File: src/rtl/mbpcs_pkg.sv
// ---------------------------------------------------------------------------
// mbpcs_pkg
// Shared types and constants of the monochrome bitmap command stream core.
// ---------------------------------------------------------------------------
package mbpcs_pkg;

	localparam int BYTE_W  = 8;
	localparam int WORD_W  = 16;
	localparam int DIM_W   = 10;
	localparam int CFG_IDX_W = 3;

	// panel command codes
	localparam logic [7:0] CMD_COLUMN_ADDR = 8'h2A;
	localparam logic [7:0] CMD_PAGE_ADDR   = 8'h2B;
	localparam logic [7:0] CMD_MEM_WRITE   = 8'h2C;

	// configuration register indexes
	localparam logic [CFG_IDX_W-1:0] REG_ORIGIN_X      = 3'd0;
	localparam logic [CFG_IDX_W-1:0] REG_ORIGIN_Y      = 3'd1;
	localparam logic [CFG_IDX_W-1:0] REG_BITMAP_WIDTH  = 3'd2;
	localparam logic [CFG_IDX_W-1:0] REG_BITMAP_HEIGHT = 3'd3;
	localparam logic [CFG_IDX_W-1:0] REG_DRAW_COLOR    = 3'd4;

	typedef enum logic [2:0] {
		ST_IDLE,
		ST_ADD_Y,
		ST_SCAN,
		ST_ADD_X,
		ST_EMIT
	} mbpcs_state_t;

	// word slots of one pixel sequence, in emission order
	typedef enum logic [2:0] {
		SLOT_CASET,
		SLOT_X0,
		SLOT_X1,
		SLOT_PASET,
		SLOT_Y0,
		SLOT_Y1,
		SLOT_RAMWR,
		SLOT_COLOR
	} mbpcs_slot_t;

	// one byte's work, handed from the counters to the sequencer
	typedef struct packed {
		logic [BYTE_W-1:0] pixels;   // set bits inside the width, MSB leftmost
		logic [WORD_W-1:0] col_base; // column of the MSB pixel
		logic [WORD_W-1:0] row;
	} mbpcs_job_t;

endpackage

File: src/rtl/mbpcs_if.sv
// ---------------------------------------------------------------------------
// mbpcs_if
// Valid/ready channels: bitmap bytes, panel words and register writes.
// ---------------------------------------------------------------------------
interface mbpcs_byte_if
	import mbpcs_pkg::*;
	();
	logic              valid;
	logic              ready;
	logic [BYTE_W-1:0] bitmap_byte;

	modport source(output valid, output bitmap_byte, input ready);
	modport sink(input valid, input bitmap_byte, output ready);
endinterface

interface mbpcs_word_if
	import mbpcs_pkg::*;
	();
	logic              valid;
	logic              ready;
	logic              is_data;
	logic [WORD_W-1:0] word;
	logic              last;

	modport source(output valid, output is_data, output word, output last, input ready);
	modport sink(input valid, input is_data, input word, input last, output ready);
endinterface

interface mbpcs_cfg_if
	import mbpcs_pkg::*;
	();
	logic                 valid;
	logic                 ready;
	logic [CFG_IDX_W-1:0] index;
	logic [WORD_W-1:0]    data;

	modport source(output valid, output index, output data, input ready);
	modport sink(input valid, input index, input data, output ready);
endinterface

File: src/rtl/mbpcs_ctr.sv
// ---------------------------------------------------------------------------
// mbpcs_ctr
// Row and byte counters, geometry clamp and pixel mask for each byte.
// ---------------------------------------------------------------------------
module mbpcs_ctr
	import mbpcs_pkg::*;
#(
	parameter int MAX_SIDE = 512
) (
	input  logic              clk,
	input  logic              arst_n,
	input  logic              accept,
	input  logic [BYTE_W-1:0] bitmap_byte,
	input  logic [DIM_W-1:0]  bitmap_width,
	input  logic [DIM_W-1:0]  bitmap_height,
	output mbpcs_job_t        job
);

	localparam int GW      = $clog2(MAX_SIDE + 1);
	localparam int CW      = (GW > DIM_W) ? GW : DIM_W;
	localparam int XW      = GW + 1;
	localparam int BPR_MAX = (MAX_SIDE + 7) / 8;
	localparam int BCNT_W  = (BPR_MAX > 1) ? $clog2(BPR_MAX) : 1;
	localparam int ROW_W   = $clog2(MAX_SIDE);

	logic [ROW_W-1:0]  row_q;
	logic [BCNT_W-1:0] byte_q;

	logic [CW-1:0]     side;
	logic [GW-1:0]     w_eff;
	logic [GW-1:0]     h_eff;
	logic [XW-1:0]     per_row;
	logic              empty;
	logic              stale;
	logic [ROW_W-1:0]  row_cur;
	logic [BCNT_W-1:0] byte_cur;
	logic [XW-1:0]     col_base;
	logic [BYTE_W-1:0] mask;
	logic [XW-1:0]     byte_nxt;
	logic [XW-1:0]     row_nxt;

	always_comb begin
		side    = CW'(MAX_SIDE);
		w_eff   = (CW'(bitmap_width) > side) ? GW'(side) : GW'(bitmap_width);
		h_eff   = (CW'(bitmap_height) > side) ? GW'(side) : GW'(bitmap_height);
		per_row = (XW'(w_eff) + XW'(7)) >> 3;
		empty   = (w_eff == '0) || (h_eff == '0);
		// a register write may have left the counters past the new bounds
		stale   = (XW'(row_q) >= XW'(h_eff)) || (XW'(byte_q) >= per_row);
		row_cur  = stale ? '0 : row_q;
		byte_cur = stale ? '0 : byte_q;
		col_base = XW'(byte_cur) << 3;
		for (int b = 0; b < BYTE_W; b++) begin
			mask[BYTE_W-1-b] = bitmap_byte[BYTE_W-1-b] & ((col_base + XW'(b)) < XW'(w_eff));
		end
		byte_nxt = XW'(byte_cur) + XW'(1);
		row_nxt  = XW'(row_cur) + XW'(1);
	end

	always_ff @(posedge clk or negedge arst_n) begin
		if (!arst_n) begin
			row_q  <= '0;
			byte_q <= '0;
		end else if (accept) begin
			if (empty) begin
				row_q  <= '0;
				byte_q <= '0;
			end else if (byte_nxt >= per_row) begin
				byte_q <= '0;
				row_q  <= (row_nxt >= XW'(h_eff)) ? '0 : row_nxt[ROW_W-1:0];
			end else begin
				byte_q <= byte_nxt[BCNT_W-1:0];
				row_q  <= row_cur;
			end
		end
	end

	assign job.pixels   = empty ? '0 : mask;
	assign job.col_base = WORD_W'(col_base);
	assign job.row      = WORD_W'(row_cur);

endmodule

File: src/rtl/mbpcs_seq.sv
// ---------------------------------------------------------------------------
// mbpcs_seq
// Pixel sequencer: one shared coordinate adder and an output word register.
// ---------------------------------------------------------------------------
module mbpcs_seq
	import mbpcs_pkg::*;
(
	input  logic              clk,
	input  logic              arst_n,
	input  logic              start,
	input  mbpcs_job_t        job,
	input  logic [WORD_W-1:0] origin_x,
	input  logic [WORD_W-1:0] origin_y,
	input  logic [WORD_W-1:0] draw_color,
	output logic              idle,
	mbpcs_word_if.source      cmd
);

	mbpcs_state_t      state_q, state_nxt;
	logic [BYTE_W-1:0] pix_q;
	logic [WORD_W-1:0] col_q;
	logic [WORD_W-1:0] row_q;
	logic [2:0]        bit_q;
	logic [WORD_W-1:0] x_q;
	logic [WORD_W-1:0] y_q;
	mbpcs_slot_t       slot_q;

	logic              out_valid_q;
	logic              out_is_data_q;
	logic [WORD_W-1:0] out_word_q;
	logic              out_last_q;

	logic [WORD_W-1:0] add_a;
	logic [WORD_W-1:0] add_b;
	logic [WORD_W-1:0] add_sum;
	logic [2:0]        lead;
	logic              load;
	logic              word_is_data;
	logic [WORD_W-1:0] word_val;

	// next state
	always_comb begin
		state_nxt = state_q;
		case (state_q)
			ST_IDLE:  if (start) state_nxt = ST_ADD_Y;
			ST_ADD_Y: state_nxt = ST_SCAN;
			ST_SCAN:  state_nxt = (pix_q == '0) ? ST_IDLE : ST_ADD_X;
			ST_ADD_X: state_nxt = ST_EMIT;
			ST_EMIT:  if (load && slot_q == SLOT_COLOR) state_nxt = ST_SCAN;
			default:  state_nxt = ST_IDLE;
		endcase
	end

	// datapath controls
	always_comb begin
		idle  = (state_q == ST_IDLE);
		// shared adder: origin_y + row once per byte, origin_x + column per pixel
		add_a = (state_q == ST_ADD_Y) ? origin_y : origin_x;
		add_b = (state_q == ST_ADD_Y) ? row_q : {col_q[WORD_W-1:3], bit_q};
		add_sum = add_a + add_b;

		lead = 3'd0;
		for (int b = BYTE_W - 1; b >= 0; b--) begin
			if (pix_q[BYTE_W-1-b]) lead = 3'(b);
		end

		load = (state_q == ST_EMIT) && (!out_valid_q || cmd.ready);

		word_is_data = 1'b1;
		word_val     = x_q;
		case (slot_q)
			SLOT_CASET: begin
				word_is_data = 1'b0;
				word_val     = WORD_W'(CMD_COLUMN_ADDR);
			end
			SLOT_X0, SLOT_X1: word_val = x_q;
			SLOT_PASET: begin
				word_is_data = 1'b0;
				word_val     = WORD_W'(CMD_PAGE_ADDR);
			end
			SLOT_Y0, SLOT_Y1: word_val = y_q;
			SLOT_RAMWR: begin
				word_is_data = 1'b0;
				word_val     = WORD_W'(CMD_MEM_WRITE);
			end
			SLOT_COLOR: word_val = draw_color;
			default: word_val = x_q;
		endcase
	end

	always_ff @(posedge clk or negedge arst_n) begin
		if (!arst_n) begin
			state_q     <= ST_IDLE;
			out_valid_q <= 1'b0;
			slot_q      <= SLOT_CASET;
		end else begin
			state_q <= state_nxt;
			if (load) begin
				out_valid_q <= 1'b1;
				slot_q      <= mbpcs_slot_t'(slot_q + 3'd1);
			end else if (cmd.ready) begin
				out_valid_q <= 1'b0;
			end
			if (state_q == ST_ADD_X) slot_q <= SLOT_CASET;
		end
	end

	always_ff @(posedge clk) begin
		case (state_q)
			ST_IDLE: begin
				if (start) begin
					pix_q <= job.pixels;
					col_q <= job.col_base;
					row_q <= job.row;
				end
			end
			ST_ADD_Y: y_q <= add_sum;
			ST_SCAN: begin
				bit_q <= lead;
				// ~lead addresses the bit counted from the MSB
				pix_q[~lead] <= 1'b0;
			end
			ST_ADD_X: x_q <= add_sum;
			default: ;
		endcase
		if (load) begin
			out_is_data_q <= word_is_data;
			out_word_q    <= word_val;
			out_last_q    <= (slot_q == SLOT_COLOR) && (pix_q == '0);
		end
	end

	assign cmd.valid   = out_valid_q;
	assign cmd.is_data = out_is_data_q;
	assign cmd.word    = out_word_q;
	assign cmd.last    = out_last_q;

endmodule

File: src/rtl/mono_bitmap_pixel_command_stream_core.sv
// ---------------------------------------------------------------------------
// mono_bitmap_pixel_command_stream_core
// Expands 1-bpp bitmap bytes into panel address/write command sequences.
// ---------------------------------------------------------------------------
//   channel  dir  payload                  handshake
//   cfg      in   index[2:0], data[15:0]   valid/ready, ready always high
//   bitmap   in   bitmap_byte[7:0]         valid/ready
//   cmd      out  is_data, word[15:0], last valid/ready, registered
//
// The shared 16-bit coordinate adder runs once per byte for the row and once
// per set pixel inside the width for the column, and each such pixel then
// emits eight output words. Stalls on cmd hold the sequencer in its emit step.
// bitmap is ready only while the sequencer is idle. Reset clears registers,
// counters and the sequencer.
// ---------------------------------------------------------------------------
module mono_bitmap_pixel_command_stream_core
	import mbpcs_pkg::*;
#(
	parameter int MAX_SIDE = 512
) (
	input  logic          clk,
	input  logic          arst_n,
	mbpcs_cfg_if.sink     cfg,
	mbpcs_byte_if.sink    bitmap,
	mbpcs_word_if.source  cmd
);

	logic [WORD_W-1:0] origin_x_q;
	logic [WORD_W-1:0] origin_y_q;
	logic [DIM_W-1:0]  width_q;
	logic [DIM_W-1:0]  height_q;
	logic [WORD_W-1:0] color_q;

	logic       seq_idle;
	logic       accept;
	mbpcs_job_t job;

	assign cfg.ready    = 1'b1;
	assign bitmap.ready = seq_idle;
	assign accept       = bitmap.valid && seq_idle;

	always_ff @(posedge clk or negedge arst_n) begin
		if (!arst_n) begin
			origin_x_q <= '0;
			origin_y_q <= '0;
			width_q    <= '0;
			height_q   <= '0;
			color_q    <= '0;
		end else if (cfg.valid) begin
			case (cfg.index)
				REG_ORIGIN_X:      origin_x_q <= cfg.data;
				REG_ORIGIN_Y:      origin_y_q <= cfg.data;
				REG_BITMAP_WIDTH:  width_q    <= cfg.data[DIM_W-1:0];
				REG_BITMAP_HEIGHT: height_q   <= cfg.data[DIM_W-1:0];
				REG_DRAW_COLOR:    color_q    <= cfg.data;
				default: ;
			endcase
		end
	end

	mbpcs_ctr #(
		.MAX_SIDE(MAX_SIDE)
	) u_ctr (
		.clk          (clk),
		.arst_n       (arst_n),
		.accept       (accept),
		.bitmap_byte  (bitmap.bitmap_byte),
		.bitmap_width (width_q),
		.bitmap_height(height_q),
		.job          (job)
	);

	mbpcs_seq u_seq (
		.clk       (clk),
		.arst_n    (arst_n),
		.start     (accept),
		.job       (job),
		.origin_x  (origin_x_q),
		.origin_y  (origin_y_q),
		.draw_color(color_q),
		.idle      (seq_idle),
		.cmd       (cmd)
	);

`ifndef SYNTHESIS
	// an accepted byte keeps the sequencer busy for at least the row add
	a_busy_after_accept: assert property (@(posedge clk) disable iff (!arst_n)
		(bitmap.valid && bitmap.ready) |=> !bitmap.ready)
		else $error("bitmap ready right after a byte was taken");

	// the closing word of a byte is always the colour
	a_last_is_color: assert property (@(posedge clk) disable iff (!arst_n)
		(cmd.valid && cmd.last) |-> cmd.is_data)
		else $error("last flag on a command word");

	// command words carry an 8-bit code only
	a_cmd_narrow: assert property (@(posedge clk) disable iff (!arst_n)
		(cmd.valid && !cmd.is_data) |-> (cmd.word[15:8] == 8'h00))
		else $error("command word with upper byte set");
`endif

endmodule

File: src/flat_wrapper.sv
// flat-port wrapper written by rule: the top's interface ports become plain ports
module mono_bitmap_pixel_command_stream_core_flat import mbpcs_pkg::*;
#(
	parameter int MAX_SIDE = 512
)
  (clk, arst_n, cfg_valid, cfg_index, cfg_data, cfg_ready, bitmap_valid, bitmap_bitmap_byte, bitmap_ready, cmd_valid, cmd_is_data, cmd_word, cmd_last, cmd_ready);
  mbpcs_cfg_if cfg_i ();
  mbpcs_byte_if bitmap_i ();
  mbpcs_word_if cmd_i ();
  input  logic clk;
  input  logic arst_n;
  input wire logic [$bits(cfg_i.valid)-1:0] cfg_valid;
  input wire logic [$bits(cfg_i.index)-1:0] cfg_index;
  input wire logic [$bits(cfg_i.data)-1:0] cfg_data;
  output wire logic [$bits(cfg_i.ready)-1:0] cfg_ready;
  input wire logic [$bits(bitmap_i.valid)-1:0] bitmap_valid;
  input wire logic [$bits(bitmap_i.bitmap_byte)-1:0] bitmap_bitmap_byte;
  output wire logic [$bits(bitmap_i.ready)-1:0] bitmap_ready;
  output wire logic [$bits(cmd_i.valid)-1:0] cmd_valid;
  output wire logic [$bits(cmd_i.is_data)-1:0] cmd_is_data;
  output wire logic [$bits(cmd_i.word)-1:0] cmd_word;
  output wire logic [$bits(cmd_i.last)-1:0] cmd_last;
  input wire logic [$bits(cmd_i.ready)-1:0] cmd_ready;
  assign cfg_i.valid = cfg_valid;
  assign cfg_i.index = cfg_index;
  assign cfg_i.data = cfg_data;
  assign cfg_ready = cfg_i.ready;
  assign bitmap_i.valid = bitmap_valid;
  assign bitmap_i.bitmap_byte = bitmap_bitmap_byte;
  assign bitmap_ready = bitmap_i.ready;
  assign cmd_valid = cmd_i.valid;
  assign cmd_is_data = cmd_i.is_data;
  assign cmd_word = cmd_i.word;
  assign cmd_last = cmd_i.last;
  assign cmd_i.ready = cmd_ready;
  mono_bitmap_pixel_command_stream_core #(.MAX_SIDE(MAX_SIDE)) u_core (.clk(clk), .arst_n(arst_n), .cfg(cfg_i), .bitmap(bitmap_i), .cmd(cmd_i));
endmodule
File: config.mk
export PLATFORM = sky130hd
export DESIGN_NAME = mono_bitmap_pixel_command_stream_core_flat
export DESIGN_NICKNAME = d
export VERILOG_FILES = /design/src/rtl/mbpcs_pkg.sv /design/src/rtl/mbpcs_if.sv /design/src/rtl/mbpcs_ctr.sv /design/src/rtl/mbpcs_seq.sv /design/src/rtl/mono_bitmap_pixel_command_stream_core.sv /design/src/flat_wrapper.sv
export SDC_FILE = /design/constraint.sdc
export NUM_CORES = 1
export LEC_CHECK = 0
export BUFFER_PORTS_ARGS = -buffer_cell sky130_fd_sc_hd__buf_2
export CAP_MARGIN = 5
export CORE_MARGIN = 10
export CORE_UTILIZATION = 66
export CTS_CLUSTER_SIZE = 16
export DETAILED_ROUTE_END_ITERATION = 6
export PLACE_DENSITY = 0.87
export SLEW_MARGIN = 10
export SYNTH_ARGS = -nofsm -noshare
export SYNTH_HDL_FRONTEND = slang
export SYNTH_SLANG_ARGS = --single-unit
export TNS_END_PERCENT = 50
File: constraint.sdc
create_clock -name clk -period 15.2 [get_ports clk]
set_clock_uncertainty 0.1 [all_clocks]
set_input_delay 2.28 -clock clk [delete_from_list [all_inputs] [get_ports clk]]
set_output_delay 2.28 -clock clk [all_outputs]
set_load 0.01 [all_outputs]
==> impl_metrics.py <==
metrics = {
    "worst_setup_path": {
        "cpMaxStageDelayCell": "sky130_fd_sc_hd__a2111oi_0",
        "ff2ff_path_depth": 23,
        "worst-path-max-fanout": 25,
        "end_kind": "flip-flop",
        "timing.critical_path.required_ps": 15420,
        "r2r_start": "u_core.width_q[4]",
        "setup.worst_path.start_class": "flip-flop",
        "critical_path.cell_chain": "o311ai_2, nor2_1, nand2_1, xnor2_1, nand2_1, ha_1, a2111oi_0, nand2_1, a2bb2oi_1, a22o_1, nor2_1, ha_1, nand3_1, nor3_1, xnor2_1, nor2_1, ha_1, or3_1, a221o_1, a311o_1, nor2_1, nand2_1, o32ai_1",
        "worst-r2r-setup-slack_ps": 8200,
        "crit_arrival_ps": 7230,
        "critical_path.max_stage_delay_ps": 670,
        "path_delay_family": "compound AO/OA/AOI/OAI gates",
        "path_buf_inv": 0,
        "worst_r2r_endpoint": "u_core.u_ctr.row_q[7]",
        "path_class": "reg2reg",
    },
    "min_path": {
        "hold_path.class": "reg2reg",
        "hold_depth": 1,
        "worstHoldEndpoint": "u_core.origin_x_q[6]",
        "min-delay-start": "u_core.origin_x_q[6]",
    },
    "layout": {
        "area_delta_synth_final_pct": 11.1,
        "seq_area_um2": 4530,
        "area_of_the_multi_input_gates_um2": 4180,
        "mostFrequentLayoutCell": "sky130_fd_sc_hd__dfrtp_1",
        "fraction_of_layout_instances_using_a_drive_strength_above_1": 0.229,
        "final_design_area_no_fill_um2": 9990,
        "final_net_count": 915,
        "number_of_filler_cells_placed_in_the_layout": 819,
        "antenna-diode-count": 0,
        "top_library_cells_by_usage_in_the_layout_fill_and_taps_aside": "sky130_fd_sc_hd__dfrtp_1 (90), sky130_fd_sc_hd__mux2_2 (87), sky130_fd_sc_hd__edfxtp_1 (76)",
    },
    "sta": {
        "max_slew.worst_pin.slew_ps": 1250,
        "finalCriticalPeriod_ps": 7000,
        "finalSetupViolCount": 0,
        "final_report_hold_violation_count": 0,
        "final.setup.tns_ps": 0,
        "slew_violations": 0,
        "fin_crit_sh": 0.461,
        "max_freq_mhz": 143,
        "rsz0062_at_grt": "false",
        "slew_headroom": 0.163,
    },
    "synth": {
        "synth.lib_cells_used.distinct": 78,
        "synth_ff_type": "sky130_fd_sc_hd__dfrtp_1",
        "yosys.area_share.simple": 0.114,
        "ys.warnings.count": 0,
        "synthXorXnorAreaFrac": 0.0283,
        "synthCells": 781,
        "compound_gate_portion_of_the_synthesized_area": 0.126,
        "avgSynthCellArea_um2": 11.5,
        "async_reset_ff_frac": 0.542,
        "postSynthRegisterBits": 166,
        "number_of_synthesized_flops_with_an_enable_pin": 76,
        "synth_adder_area_share": 0.0760,
        "multiplexer_area_fraction_after_synthesis": 0.119,
        "synth_top_family_by_area": "compound AO/OA/AOI/OAI gates",
        "syn-cell-area_um2": 8990,
        "post_synthesis_net_count": 867,
        "synth-seq-area-share": 0.504,
    },
    "drt": {
        "detail_route.first_pass.iterations": 7,
        "final_antenna_net_count": 0,
        "postRouteWirelength_um": 22700,
        "drt-vias-per-instance": 6.59,
        "routedWlPerCell_um": 22.3,
        "vias": 6713,
        "route.detailed.drc": 1,
        "drt_iter0_markers": 705,
    },
    "cts": {
        "cts-buffers-inserted": 17,
        "post_cts_resize_count": 0,
        "numClockSinks": 166,
        "cts_setup_buffers": 0,
        "cts.root.buffer_cell": "sky130_fd_sc_hd__clkbuf_16",
        "clkLatencyLatePin_ps": 430,
        "clock_tree.buffer_depth": 2,
        "clock_tree.htree_level_count": 4,
        "clkTransAtPathRegs_ps": 60,
        "cts_tree": "done",
        "cts_hold_repair.buffers": 0,
    },
    "grt": {
        "number_of_antenna_violations_at_the_first_check_in_global_routing": 0,
        "via_count_of_the_first_global_routing_pass": 6828,
        "grt.total_usage": 0.250,
        "largest_net_degree_at_the_start_of_global_routing": 51,
        "overflow": 0,
        "grt_first_pass_wirelength_um": 36300,
    },
    "job": {
        "maxCapViolations": 0,
    },
    "place": {
        "port_buffers": 51,
        "placement.cell_area_um2": 9420,
        "place_hpwl_um": 15700,
        "gpl.final_weighted_congestion": 0.923,
    },
    "floorplanning": {
        "boundaryPins": 53,
        "fp-row-count": 42,
        "dieWidth_um": 137,
        "die_height_um": 137,
        "die_footprint_um2": 18700,
        "effective_utilization_at_floorplan": 0.676,
        "core_area_um2": 13300,
    },
    "power": {
        "ir_worst_vdd_mv": 0.126,
        "power_leakage_uw": 0.00421,
        "power.density_cell_area_nw_per_um2": 193,
    },
    "outcome": {
        "outcome": "finished with violations",
        "violations_in_the_final_reports": "design-rule violations",
    },
}
[state kept, by name (all words and copies together) (netlist names)]
signal	cells
u_core.color_q	16
u_core.u_seq.slot_q	3
u_core.u_seq.x_q	16
u_core.u_seq.cmd.valid	1
u_core.height_q	10
u_core.u_seq.y_q	16
u_core.u_seq.col_q	6
u_core.u_seq.cmd.is_data	1
u_core.origin_y_q	16
u_core.u_seq.cmd.word	16
u_core.u_ctr.byte_q	6
u_core.width_q	10
u_core.u_seq.cmd.last	1
u_core.origin_x_q	16
u_core.u_seq.state_q	3
u_core.u_seq.row_q	9
u_core.u_seq.pix_q	8
u_core.u_seq.bit_q	3
u_core.u_ctr.row_q	9
[worst register-to-register path, delay by kind of cell, from the launching register on]
| family | cells | cell delay, ps |
|---|---|---|
| adder cells (fa/ha/maj) | 3 | 860 |
| XOR/XNOR | 2 | 330 |
| AO/OA/AOI/OAI | 7 | 2650 |
| flip-flops | 1 | 570 |
| AND/OR/NAND/NOR | 11 | 2380 |
[routing by layer]
metal,GRT usage,wire (um),vias up
li1,-,-,3007
met1,0.307,8790,3298
met2,0.425,11600,362
met3,0.0546,1810,46
met4,0.0911,537,0
met5,0,0,-
[area by class of cell]
| cell class | count | share of cell area |
|---|---|---|
| Inverter | 45 | 0.0169 |
| Sequential cell | 166 | 0.454 |
| Timing Repair Buffer | 58 | 0.0311 |
| Multi-Input combinational cell | 541 | 0.419 |
| Clock inverter | 15 | 0.0145 |
| Clock buffer | 17 | 0.0426 |
| Tap cell | 176 | 0.0221 |
[power breakdown]
group          leakage, uW  internal, uW  switching [uW]
clock network     0.000266           229             189
logic              0.00212           288             467
registers          0.00182           655            95.9
total              0.00421          1170             752
[cells in the mapped netlist (all sizes together) (5+ instances only)]
cell type  count  area, um^2
nand2b         8        50.1
and3           5        31.3
o21ai         16        83.8
dfrtp         90        2250
a22o           5        43.8
nand3         20         100
or3            5        31.3
nor3b          7        52.6
clkbuf        20        75.1
nor2          54         203
nand2         67         254
a21o           7        52.6
a222oi        13         130
edfxtp        76        2280
nand4          9        56.3
nor3          16        85.1
ha            53         663
mux2          87         980
a21oi         25         129
o31ai         11        82.6
xnor2         18         158
a211oi         8        72.6
and2           6        37.5
buf            9        45.0
inv           44         165
xor2          11        96.3
mux2i          9        93.8
o211ai         7        57.6
[worst max path at each step]
stage / slack, ps / endpoint / startpoint / depth (start not counted)
after floorplan: 9280 / u_core.u_ctr.row_q[2] / u_core.width_q[1] / 25
after global placement: 8700 / u_core.u_ctr.row_q[8] / u_core.width_q[4] / 23
after detailed placement: 8430 / u_core.u_ctr.row_q[7] / u_core.width_q[4] / 25
after CTS: 8400 / u_core.u_ctr.row_q[7] / u_core.width_q[4] / 23
after global routing: 7720 / u_core.u_ctr.row_q[2] / u_core.width_q[4] / 23
final: 8200 / u_core.u_ctr.row_q[7] / u_core.width_q[4] / 23
[cell families after synthesis]
kind of cell | after synthesis
adders and majority gates | 54
DFF | 166
xor gates and xnor gates | 29
buffers and inverters | 74
AOI/OAI and AO/OA | 147
other | 1
muxes | 96
and+or+nand+nor | 214
[per-stage QoR]
step / cells / setup WS (ps) / hold WS [ps] / power [uW] / util
after CTS: 1018 / 8400 / 406 / 1910 / 0.751
after global placement: 986 / 8700 / 384 / 1420 / 0.708
after detailed placement: 986 / 8430 / 392 / 1470 / 0.708
final: 1018 / 8200 / 406 / 1920 / 0.751
after floorplan: 781 / 9280 / 375 / 1260 / -
after global routing: 1018 / 7720 / 423 / 2030 / 0.751
Power figures use the tool's default switching activity.
